--- src/hw/rtl/ddo_pkg.sv ---
package ddo_pkg;

    // Default configuration of the block
    localparam int DEFAULT_CORDIC_STEPS = 16;
    localparam int DEFAULT_POS_BITS     = 32;

    // Heading gain register
    localparam int GAIN_W = 24;
    localparam logic [GAIN_W-1:0] GAIN_RESET = 24'd149325;

    // Angle and CORDIC datapath
    localparam int ANG_W        = 32;
    localparam int FRAC_BITS    = 30;
    localparam logic signed [ANG_W-1:0] CORDIC_K = 32'sd652032875;
    localparam int ATAN_ENTRIES = 24;
    localparam int ATAN_IDX_W   = $clog2(ATAN_ENTRIES);

    // Step distance: |(vr+vl)*dt| / (2*1000). Since 2000 = 16 * 125, the magnitude is
    // shifted down by 4 and divided by 125 with a reciprocal multiply, exact for any
    // 28-bit operand.
    localparam int DIVISOR    = 2 * 1000;
    localparam int NUM_W      = 32;
    localparam int DIV_PRE_SH = 4;
    localparam int QUO_W      = 22;
    localparam int RECIP_SH   = 35;
    localparam int RECIP_W    = 29;
    localparam logic [RECIP_W-1:0] RECIP_125 = 29'd274877907;  // ceil(2^35 / 125)
    localparam int D_W        = QUO_W + 1;

    // Controls of the CORDIC unit
    typedef struct packed {
        logic load;
        logic step;
    } ddo_cordic_ctl_t;

    // Arctangent of 2^-i in binary angle units, rounded to nearest
    function automatic logic [ANG_W-1:0] atan_bam(input logic [ATAN_IDX_W-1:0] idx);
        logic [ANG_W-1:0] val;
        begin
            case (idx)
                5'd0:    val = 32'h2000_0000;
                5'd1:    val = 32'h12E4_051E;
                5'd2:    val = 32'h09FB_385B;
                5'd3:    val = 32'h0511_11D4;
                5'd4:    val = 32'h028B_0D43;
                5'd5:    val = 32'h0145_D7E1;
                5'd6:    val = 32'h00A2_F61E;
                5'd7:    val = 32'h0051_7C55;
                5'd8:    val = 32'h0028_BE53;
                5'd9:    val = 32'h0014_5F2F;
                5'd10:   val = 32'h000A_2F98;
                5'd11:   val = 32'h0005_17CC;
                5'd12:   val = 32'h0002_8BE6;
                5'd13:   val = 32'h0001_45F3;
                5'd14:   val = 32'h0000_A2FA;
                5'd15:   val = 32'h0000_517D;
                5'd16:   val = 32'h0000_28BE;
                5'd17:   val = 32'h0000_145F;
                5'd18:   val = 32'h0000_0A30;
                5'd19:   val = 32'h0000_0518;
                5'd20:   val = 32'h0000_028C;
                5'd21:   val = 32'h0000_0146;
                5'd22:   val = 32'h0000_00A3;
                5'd23:   val = 32'h0000_0051;
                default: val = '0;
            endcase
            return val;
        end
    endfunction

endpackage

--- src/hw/rtl/ddo_cordic.sv ---
module ddo_cordic #(
    parameter int IDX_W = 5
) (
    input  logic                              clk,
    input  ddo_pkg::ddo_cordic_ctl_t          ctl,
    input  logic [IDX_W-1:0]                  idx,
    input  logic [ddo_pkg::ANG_W-1:0]         angle,
    output logic signed [ddo_pkg::ANG_W-1:0]  sin_val,
    output logic signed [ddo_pkg::ANG_W-1:0]  cos_val
);
    import ddo_pkg::*;

    logic signed [ANG_W-1:0] x_reg;
    logic signed [ANG_W-1:0] y_reg;
    logic signed [ANG_W-1:0] z_reg;
    logic                    flip_reg;

    logic                    flip_in;
    logic signed [ANG_W-1:0] xs;
    logic signed [ANG_W-1:0] ys;
    logic signed [ANG_W-1:0] atan_val;

    // Quadrants 01 and 10 are turned by half a turn and negated at the end
    assign flip_in = angle[ANG_W-1] ^ angle[ANG_W-2];

    // Shared shifter and table lookup for the current iteration
    assign xs       = x_reg >>> idx;
    assign ys       = y_reg >>> idx;
    assign atan_val = $signed(atan_bam(ATAN_IDX_W'(idx)));

    // Rotation-mode iteration registers
    always_ff @(posedge clk)
    begin
        if (ctl.load)
        begin
            flip_reg <= flip_in;
            x_reg    <= CORDIC_K;
            y_reg    <= '0;
            z_reg    <= $signed(angle ^ {flip_in, {(ANG_W-1){1'b0}}});
        end
        else if (ctl.step)
        begin
            if (!z_reg[ANG_W-1])
            begin
                x_reg <= x_reg - ys;
                y_reg <= y_reg + xs;
                z_reg <= z_reg - atan_val;
            end
            else
            begin
                x_reg <= x_reg + ys;
                y_reg <= y_reg - xs;
                z_reg <= z_reg + atan_val;
            end
        end
    end

    // Undo the half turn
    assign sin_val = flip_reg ? -y_reg : y_reg;
    assign cos_val = flip_reg ? -x_reg : x_reg;

endmodule

--- config.mk ---
export PLATFORM = sky130hd
export DESIGN_NAME = ddo_cordic
export DESIGN_NICKNAME = d
export VERILOG_FILES = /design/src/hw/rtl/ddo_pkg.sv /design/src/hw/rtl/ddo_cordic.sv
export SDC_FILE = /design/constraint.sdc
export NUM_CORES = 1
export LEC_CHECK = 0
export ABC_AREA = 0
export BUFFER_PORTS_ARGS = -buffer_cell sky130_fd_sc_hd__buf_2
export CELL_PAD_IN_SITES_DETAIL_PLACEMENT = 0
export CELL_PAD_IN_SITES_GLOBAL_PLACEMENT = 1
export CORE_MARGIN = 2
export CORE_UTILIZATION = 27
export CTS_BUF_LIST = sky130_fd_sc_hd__clkbuf_2
export DETAILED_ROUTE_END_ITERATION = 10
export PLACE_DENSITY = 0.61
export SYNTH_ARGS = -nofsm -noshare
export SYNTH_HDL_FRONTEND = slang
export SYNTH_SLANG_ARGS = --single-unit
--- constraint.sdc ---
create_clock -name clk -period 7 [get_ports clk]
set_clock_uncertainty 0.15 [all_clocks]
set_input_delay 0.35 -clock clk [delete_from_list [all_inputs] [get_ports clk]]
set_output_delay 0.35 -clock clk [all_outputs]
set_load 0.02 [all_outputs]
==> results of run 1 <==
-- what timing repair did --
item / CTS / global route
setup endpoints to repair: 0 / 0
hold buffers: 55 / 0
setup buffers: 0 / 0
endpoints found under the hold margin: 74 / 0
-- area by class of cell --
cell class | instances | area [um2] | share of cell area (%)
multi-input combinational | 1785 | 13370 | 70.66
sequential | 97 | 2272 | 12.01
timing repair buffer | 276 | 1991 | 10.52
tap | 782 | 978.4 | 5.173
inverter | 54 | 202.7 | 1.072
clock inverter | 7 | 58.81 | 0.3109
clock buffer | 9 | 45.04 | 0.2381
antenna | 1 | 2.502 | 0.01323
-- where the power goes --
group	switching (mW)	internal (mW)	leakage (nW)
registers	0.497	0.861	0.871
logic	4.21	3.34	6.81
clock network	0.238	0.0793	0.0691
total	4.94	4.28	7.75
-- per-layer routing --
| metal | routed length [um] | global-route usage, % | vias up |
|---|---|---|---|
| met5 | 0 | 0 | - |
| met4 | 2071 | 7.084 | 0 |
| met3 | 3203 | 2.693 | 108 |
| met2 | 31740 | 35.23 | 517 |
| met1 | 28870 | 26.42 | 8233 |
| li1 | - | - | 8006 |
-- synth_stat cells (50+ instances only) --
cell type	number	area (um2)
nand2_1	205	769.5
nor2_1	190	713.2
xnor2_1	146	1279
ha_1	110	1376
clkbuf_1	108	405.4
dfxtp_1	64	1281
o21ai_0	139	695.7
a21oi_1	178	890.9
mux2i_1	83	830.8
inv_1	50	187.7
xor2_1	83	727.0
mux4_2	76	1712
-- stage by stage --
step	utilization [%]	worst slack [ns]	total power [mW]	cells	hold slack, ns
finish	31.22	0.7393	9.227	3011	0.2048
global route	31.22	0.3879	10.07	3011	0.1373
floorplan	-	1.224	6.754	2105	0.3125
global placement	30.14	0.2479	8.730	2939	0.4061
CTS	31.22	0.7641	9.235	3010	0.07744
detailed placement	30.14	0.2033	8.765	2939	0.4115
-- cell usage in the layout (no fill, tap or decap), types with 20 or more instances in the layout --
| master | Yosys | routed |
|---|---|---|
| and2_1 | 21 | 21 |
| a31oi_1 | 27 | 27 |
| mux2_2 | 35 | 35 |
| inv_1 | 50 | 50 |
| nand2b_1 | 30 | 30 |
| a21o_1 | 37 | 37 |
| nor3_1 | 36 | 35 |
| o21ai_0 | 139 | 139 |
| mux4_2 | 76 | 76 |
| mux2i_1 | 83 | 83 |
| nand2_1 | 205 | 205 |
| o31ai_1 | 29 | 29 |
| ha_1 | 110 | 110 |
| nor2_1 | 190 | 190 |
| xor2_1 | 83 | 83 |
| and3_1 | 20 | 20 |
| dfxtp_1 | 64 | 64 |
| xnor2_1 | 146 | 146 |
| nand3_1 | 31 | 31 |
| o211ai_1 | 20 | 20 |
| buf_2 | 16 | 99 |
| buf_4 | 9 | 119 |
| a21oi_1 | 178 | 178 |
| dlygate4sd3_1 | 0 | 55 |
| edfxtp_1 | 33 | 33 |
| nor2b_1 | 20 | 20 |
-- final timing paths --
check                           depth (start not counted)        end  slack [ns]
worst min-delay path                                    4  z_reg[16]        0.20
worst min register to register                          2   y_reg[0]        0.43
worst max register to register                         23  y_reg[31]        0.74
worst max-delay path                                   23  y_reg[31]        0.74
-- cell families after synthesis --
| family | after synthesis | synth area share, % |
|---|---|---|
| flip-flops | 97 | 13.71 |
| AND/OR/NAND/NOR | 630 | 17.99 |
| multiplexers | 195 | 17.78 |
| buffers and inverters | 223 | 5.699 |
| AO/OA/AOI/OAI | 618 | 24.06 |
| adder cells (fa/ha/maj) | 113 | 8.665 |
| XOR/XNOR | 229 | 12.10 |
-- worst min-delay path: stages --
cell and delay (ns):
dlygate4sd3_1 0.51, buf_2 0.09, nand2_1 0.04, o21ai_0 0.05
==> impl_metrics.py, run 1 <==
metrics = {
    "logic_synthesis": {
        "ys_async_sr_fraction_pct": 0,
        "synth_seq_area_share_pct": 13.71,
        "synth-edff-count": 33,
        "synth-seq-cells": 97,
        "syn_area_per_cell_um2": 7.875,
        "synth.distinct_cells": 93,
        "ys_warn_count": 0,
        "netlist_instances": 2105,
        "yosys_most_used_dff": "dfxtp_1",
        "syn_area_mm2": 0.01658,
        "syn_nets": 2258,
    },
    "sta": {
        "tightest_slew_ns": 1.204,
        "fmax_mhz": 159.7,
        "finalHoldViolations": 0,
        "rsz0062_at_grt": "no",
        "setup_tns_ns": 0,
        "setup_viol": 0,
        "post-route-period-util_pct": 89.44,
        "finalMaxSlewViolations": 0,
        "slew_headroom_pct": 19.43,
        "period_needed_ns": 6.261,
    },
    "global_route": {
        "overflow": 0,
        "grt_usage_pct": 20.53,
        "grt_pass1_wl_mm": 100.6,
        "grt_max_degree": 67,
        "grt_pass1_vias": 16420,
        "antenna_found_initial": 1,
    },
    "die": {
        "fp.dieH_um": 251.8,
        "boundaryPins": 104,
        "start_util_pct": 27.36,
        "fp.dieW_um": 251.8,
        "core_area_mm2": 0.06058,
        "std_cell_rows": 90,
        "dieArea_mm2": 0.06340,
    },
    "critical_path": {
        "timing.rr.start": "x_reg[27]",
        "critPathSlowestCell": "a2111oi_1",
        "cp.buffers_inverters": 3,
        "cp_max_fo": 9,
        "endpoint_kind": "flop",
        "max_stage_delay_ns": 0.72,
        "path_cells": "buf_4 > mux4_2 > mux2i_1 > nor2_1 > a2111oi_1 > buf_4 > nand3_1 > buf_4 > nor3_1 > nand2_1 > o31a_1 > xor2_1 > o21ai_1 > ha_1 > a21oi_1 > o21ai_0 > a21oi_1 > o21ai_0 > o41ai_1 > o21ai_0 > xnor2_1 > a21oi_1 > a31o_1",
        "critPathKind": "flop to flop",
        "crit_arrival_ns": 6.86,
        "required_ns": 7.60,
        "crit_start": "x_reg[27]",
        "path_delay_family": "compound AO/OA/AOI/OAI gates",
        "start_kind": "flop",
    },
    "run_status": {
        "status": "complete, no violations",
    },
    "finish": {
        "drive_gt1_share_pct": 16.43,
        "area_growth_pct": 14.11,
        "stdcell_area_mm2": 0.01892,
        "nNetsFinal": 2376,
        "fill_cells": 6457,
    },
    "drt": {
        "drt-total-wl_mm": 65.88,
        "vias": 16860,
        "wl_per_cell_um": 21.88,
        "ant_nets": 0,
        "via_per_inst": 5.601,
        "detail_route.iter0.violations": 1188,
        "route.detailed.drc": 0,
        "firstDrtPassIters": 5,
    },
    "clocking": {
        "cts_buffer_depth": 2,
        "numCtsBuffers": 9,
        "ctsResizeCount": 0,
        "cts_tree": "yes",
        "clk_latency_ns": 0.81,
        "cts_root_buf": "clkbuf_2",
        "cts.sinks": 97,
        "clk_pin_slew_ns": 0.28,
        "htree_levels": 3,
    },
    "placed_design": {
        "io_buffer_count": 103,
        "dpl_cell_area_mm2": 0.01826,
        "place.gp.congestion": 0.9402,
        "dp_hpwl_mm": 51.16,
    },
    "power": {
        "ir_drop_mv": 0.2086,
        "cellLeakagePower_nw": 7.747,
        "power.density_mw_per_mm2": 487.8,
    },
    "worst_hold_path": {
        "hold_path.class": "input pin to flop",
        "hp-start": "angle[16]",
    },
    "flow_run": {
        "drv_cap": 0,
    },
}
No activity file was read; power rests on OpenSTA's default activity.
==> run 2: changes to the inputs <==
- CORE_UTILIZATION: 27 -> 40
- PLACE_DENSITY: 0.61 -> 0.8
==> impl_metrics.py, run 2 (synthesis gave the netlist of run 1 again) <==
metrics = {
    "critical_path": {
        "critPathKind": "flop to flop",
        "max_stage_delay_ns": 1.02,
        "critPathSlowestCell": "dfxtp_1",
        "crit_arrival_ns": 7.04,
        "cp_max_fo": 18,
        "start_kind": "flop",
        "r2r_slack_ns": 0.62,
        "cp.buffers_inverters": 1,
        "required_ns": 7.67,
        "path_cells": "clkinv_1 > mux2_2 > a211o_1 > nand4_1 > nor3_1 > a21oi_1 > xor2_1 > ha_1 > nand4_1 > or2_2 > o41ai_1 > o221ai_1 > o21ai_0 > o41ai_1 > o21ai_0 > xnor2_1 > a21oi_1 > a31o_1",
        "endpoint_kind": "flop",
        "path_delay_family": "compound AO/OA/AOI/OAI gates",
    },
    "sta": {
        "setup_tns_ns": 0,
        "finalMaxSlewViolations": 0,
        "timing.final.ws_setup_ns": 0.6213,
        "rsz0062_at_grt": "no",
        "setup_viol": 0,
        "tightest_slew_ns": 1.077,
        "finalHoldViolations": 0,
        "fmax_mhz": 156.8,
        "slew_headroom_pct": 27.94,
        "period_needed_ns": 6.379,
        "post-route-period-util_pct": 91.12,
    },
    "finish": {
        "area_growth_pct": 11.96,
        "multi_input_area_mm2": 0.01337,
        "layout_commonest_cell": "nand2_1",
        "fill_cells": 4131,
        "fin_cells": 2741,
        "drive_gt1_share_pct": 15.63,
        "final_cell_mix": "nand2_1 (205), nor2_1 (190), a21oi_1 (178)",
        "register_area_mm2": 0.002272,
        "nNetsFinal": 2355,
    },
    "die": {
        "dieArea_mm2": 0.04309,
        "fp.dieH_um": 207.6,
        "start_util_pct": 40.60,
        "boundaryPins": 104,
        "std_cell_rows": 74,
        "core_area_mm2": 0.04083,
        "fp.dieW_um": 207.6,
    },
    "drt": {
        "firstDrtPassIters": 8,
        "detail_route.iter0.violations": 1648,
        "wl_per_cell_um": 22.64,
        "route.detailed.drc": 0,
        "drt-total-wl_mm": 62.07,
        "ant_nets": 0,
        "via_per_inst": 6.144,
        "vias": 16840,
    },
    "placed_design": {
        "io_buffer_count": 103,
        "placedCellCount": 2665,
        "place.gp.congestion": 0.9833,
        "dp_slack_ns": 0.3132,
        "dp_hpwl_mm": 47.46,
    },
    "global_route": {
        "antenna_found_initial": 1,
        "grt_pass1_vias": 16090,
        "overflow": 0,
        "grt_max_degree": 65,
        "grt_usage_pct": 28.23,
        "grt_pass1_wl_mm": 95.49,
    },
    "clocking": {
        "cts.sinks": 97,
        "cts_hold_buffers": 58,
        "cts_tree": "yes",
        "clk_latency_ns": 0.86,
        "postCtsSetupBuffers": 0,
        "clk_pin_slew_ns": 0.32,
        "cts_buffer_depth": 2,
        "numCtsBuffers": 9,
        "htree_levels": 3,
        "cts_root_buf": "clkbuf_2",
        "ctsResizeCount": 0,
    },
    "flow_run": {
        "drv_cap": 0,
    },
    "power": {
        "ir_drop_mv": 0.2334,
        "cellLeakagePower_nw": 7.674,
        "power.density_mw_per_mm2": 494.5,
    },
    "worst_hold_path": {
        "hold_path.class": "input pin to flop",
    },
    "run_status": {
        "status": "complete, no violations",
    },
}
-- run 2: cell count changes in the layout (fill, tap and decap cells not counted), sizes merged --
cell,previous run,this run
buf,221,197
bufinv,1,3
clkinv,8,4
clkinvlp,0,2
diode,1,2
dlygate4sd3,55,58
-- run 2: power by group --
group	internal [mW]	switching, mW
logic	3.27	4.14
clock network	0.154	0.239
registers	0.860	0.514
-- run 2: worst paths after layout --
check / startpoint / to / depth (start not counted)
max: x_reg[31] / y_reg[31] / 18
min: angle[14] / z_reg[14] / 4
max reg2reg: x_reg[31] / y_reg[31] / 18
min reg2reg: y_reg[0] / y_reg[0] / 2
-- run 2: final cells by class --
type,instances,area share [%]
diodes,2,0.02697
clock inverters,7,0.6337
repair buffers,255,10.17
clock buffers,9,0.2427
multi-input cells,1785,72.01
well taps,532,3.586
flip-flops and latches,97,12.24
inverters,54,1.092
-- run 2: routing by layer --
layer	routed length [um]	share of wire, %	global-route usage [%]
met2	28240	45	45.13
met3	3867	6.2	3.933
met1	26880	43	37.14
met4	3086	5.0	14.56
met5	0	0	0
-- run 2: per-stage QoR --
stage | hold slack [ns] | instance area, um2 | total power [mW] | utilization [%]
2_1_floorplan | 0.3125 | 16580 | 6.754 | -
3_3_place_gp | 0.4118 | 17810 | 8.503 | 43.62
3_5_place_dp | 0.4220 | 17810 | 8.579 | 43.62
4_1_cts | 0.02538 | 18560 | 9.121 | 45.44
5_1_grt | 0.1062 | 18560 | 10.02 | 45.45
6_report | 0.1356 | 18560 | 9.179 | 45.46
-- run 2: worst reg2reg max path: cells and delay by family (launching register included) --
| family | cells | cell delay, ns |
|---|---|---|
| AND/OR/NAND/NOR | 4 | 0.77 |
| XOR/XNOR | 2 | 0.29 |
| adder cells (fa/ha/maj) | 1 | 0.32 |
| flip-flops | 1 | 1.02 |
| buffers and inverters | 1 | 0.78 |
| AO/OA/AOI/OAI | 9 | 2.49 |
| multiplexers | 1 | 0.57 |
==> run 3: changes to the inputs <==
- ABC_AREA: 0 -> 1
- PLACE_DENSITY: 0.8 -> 0.86
==> impl_metrics.py, run 3 <==
metrics = {
    "logic_synthesis": {
        "synth_xor_area_share_pct": 9.819,
        "yosys.area_share.simple_pct": 40.22,
        "ys_warn_count": 0,
        "synthTopCellsByArea": "nand2_1 (18%), nand3_1 (10%), ha_1 (8.3%), dfxtp_1 (7.7%), xor2_1 (7.4%)",
        "synth_adder_area_share_pct": 8.658,
        "synth.distinct_cells": 55,
        "synth-seq-cells": 97,
        "yosys_most_used_dff": "dfxtp_1",
        "synth_top_cell_area_share_pct": 18.28,
        "yosysTopAreaCell": "nand2_1",
        "ys_async_sr_fraction_pct": 0,
        "syn_area_mm2": 0.01659,
        "synth_compound_area_share_pct": 15.94,
        "synth_seq_area_share_pct": 13.70,
        "synth-edff-count": 33,
        "synth_top_family_by_area": "simple AND/OR/NAND/NOR gates",
        "syn_nets": 3026,
        "synthTopCellsByCount": "nand2_1 (808), nand3_1 (335), inv_1 (321)",
        "netlist_instances": 2873,
        "syn_area_per_cell_um2": 5.775,
        "muxShareOfSynthArea_pct": 0,
        "synth_most_common_cell": "nand2_1",
    },
    "critical_path": {
        "crit_path_frequent_cell": "nand2_1",
        "cp.buffers_inverters": 4,
        "cp_max_fo": 37,
        "endpoint_kind": "flop",
        "critPathSlowestCell": "inv_1",
        "crit_arrival_ns": 5.67,
        "start_kind": "flop",
        "path_delay_family": "buffers and inverters",
        "max_stage_delay_ns": 0.59,
        "r2r-end": "z_reg[26]",
        "path_cells": "buf_4 > inv_1 > buf_4 > o21ai_0 > fa_1 > nand2_1 > nand2_1 > nand2_1 > nand2_1 > a21oi_1 > o21ai_0 > a21boi_0 > inv_1 > nand2_1 > nand2_1 > nand2_1 > o21ai_0 > nand2_1 > nand2_1 > or2_2 > nand3_1 > nand2_1",
        "r2r_slack_ns": 1.79,
        "r2r_cells": 22,
        "timing.rr.start": "z_reg[31]",
        "crit_start": "z_reg[31]",
        "critPathKind": "flop to flop",
        "required_ns": 7.47,
    },
    "finish": {
        "stdcell_area_mm2": 0.01778,
        "multi_input_area_mm2": 0.01238,
        "fill_cells": 4551,
        "fin_util_pct": 43.46,
        "area_growth_pct": 7.195,
        "final_cell_mix": "nand2_1 (808), nand3_1 (335), inv_1 (321)",
        "nNetsFinal": 3089,
        "layout_commonest_cell": "nand2_1",
        "register_area_mm2": 0.002272,
        "drive_gt1_share_pct": 8.433,
        "fin_cells": 3474,
    },
    "sta": {
        "slew_headroom_pct": 49.60,
        "setup_viol": 0,
        "finalMaxSlewViolations": 0,
        "post-route-period-util_pct": 74.36,
        "period_needed_ns": 5.206,
        "tightest_slew_ns": 0.7561,
        "timing.final.ws_setup_ns": 1.794,
        "setup_tns_ns": 0,
        "fmax_mhz": 192.1,
        "hold_slack_ns": 0.1379,
        "rsz0062_at_grt": "no",
        "finalHoldViolations": 0,
    },
    "global_route": {
        "grt_max_degree": 75,
        "grt_pass1_vias": 17530,
        "overflow": 0,
        "grt_usage_pct": 27.05,
        "antenna_found_initial": 1,
        "grt_pass1_wl_mm": 93.79,
    },
    "die": {
        "core_area_mm2": 0.04092,
        "dieArea_mm2": 0.04312,
        "std_cell_rows": 74,
        "fp.dieH_um": 207.7,
        "boundaryPins": 104,
        "fp.dieW_um": 207.7,
        "start_util_pct": 40.54,
    },
    "drt": {
        "firstDrtPassIters": 6,
        "drt-total-wl_mm": 59.42,
        "detail_route.iter0.violations": 1576,
        "via_per_inst": 5.410,
        "route.detailed.drc": 0,
        "vias": 18800,
        "wl_per_cell_um": 17.10,
        "ant_nets": 0,
    },
    "power": {
        "power.density_mw_per_mm2": 482.5,
        "finalPower_mw": 8.582,
        "cellLeakagePower_nw": 9.371,
        "ir_drop_mv": 0.2667,
    },
    "placed_design": {
        "placedCellCount": 3422,
        "place.gp.congestion": 0.9254,
        "dp_slack_ns": 1.033,
        "dpl_cell_area_mm2": 0.01732,
        "dp_hpwl_mm": 47.74,
        "io_buffer_count": 103,
    },
    "clocking": {
        "cts_root_buf": "clkbuf_2",
        "clk_latency_ns": 0.84,
        "clk_pin_slew_ns": 0.39,
        "ctsResizeCount": 0,
        "numCtsBuffers": 9,
        "cts_tree": "yes",
        "cts_buffer_depth": 2,
        "cts.sinks": 97,
        "htree_levels": 3,
    },
    "worst_hold_path": {
        "hp-start": "angle[13]",
        "whs_endpoint": "z_reg[13]",
        "hold_path.class": "input pin to flop",
        "holdPathStages": 4,
    },
    "run_status": {
        "status": "complete, no violations",
    },
    "flow_run": {
        "drv_cap": 0,
    },
}
-- run 3: cell types whose count changed in the layout (fill, tap and decap cells not counted), sizes merged, moves of 23 or more --
cell / change
nand2: +631
nand3: +314
inv: +294
xnor2: -100
nor2: +88
mux2i: -83
mux4: -76
buf: -69
xor2: +57
mux2: -36
nand2b: -30
a21o: -28
dlygate4sd3: -23
-- run 3: logic make-up after synthesis --
| family | after synthesis |
|---|---|
| simple gates | 1554 |
| compound gates | 468 |
| buf+inv | 455 |
| xor+xnor | 186 |
| fa+ha+maj | 113 |
| flops | 97 |
-- run 3: final cells by class --
type | instances | share of cell area (%)
clock inverters | 7 | 0.3869
clock buffers | 9 | 0.2533
flip-flops and latches | 97 | 12.78
well taps | 532 | 3.743
multi-input cells | 2321 | 69.63
inverters | 344 | 7.274
repair buffers | 163 | 5.924
diodes | 1 | 0.01407
-- run 3: tightest hold or removal path, delay by kind of cell --
family	cells	cell delay (ns)
AND/OR/NAND/NOR	2	0.10
buffers and inverters	2	0.62
-- run 3: worst max-delay path by stage --
stage	depth (start not counted)	to	slack, ns
floorplan	33	z_reg[23]	2.45
finish	22	z_reg[26]	1.79
global placement	29	z_reg[26]	1.12
CTS	22	z_reg[26]	1.77
detailed placement	29	z_reg[26]	1.03
global route	23	z_reg[26]	1.33
-- run 3: timing repair --
item | in CTS | in global routing
setup buffers | 0 | 0
hold buffers | 35 | 0
endpoints found under the hold margin | 68 | 0
-- run 3: metal layers --
metal	part of all wire, %	GRT usage, %	vias up
li1	-	-	9520
met1	48	38.79	8630
met2	43	42.69	589
met3	6.6	3.495	56
met4	1.8	6.897	0
met5	0	0	-
-- run 3: power breakdown --
part | switching (mW) | internal (mW)
clock network | 0.262 | 0.0593
logic | 4.52 | 2.45
registers | 0.430 | 0.861
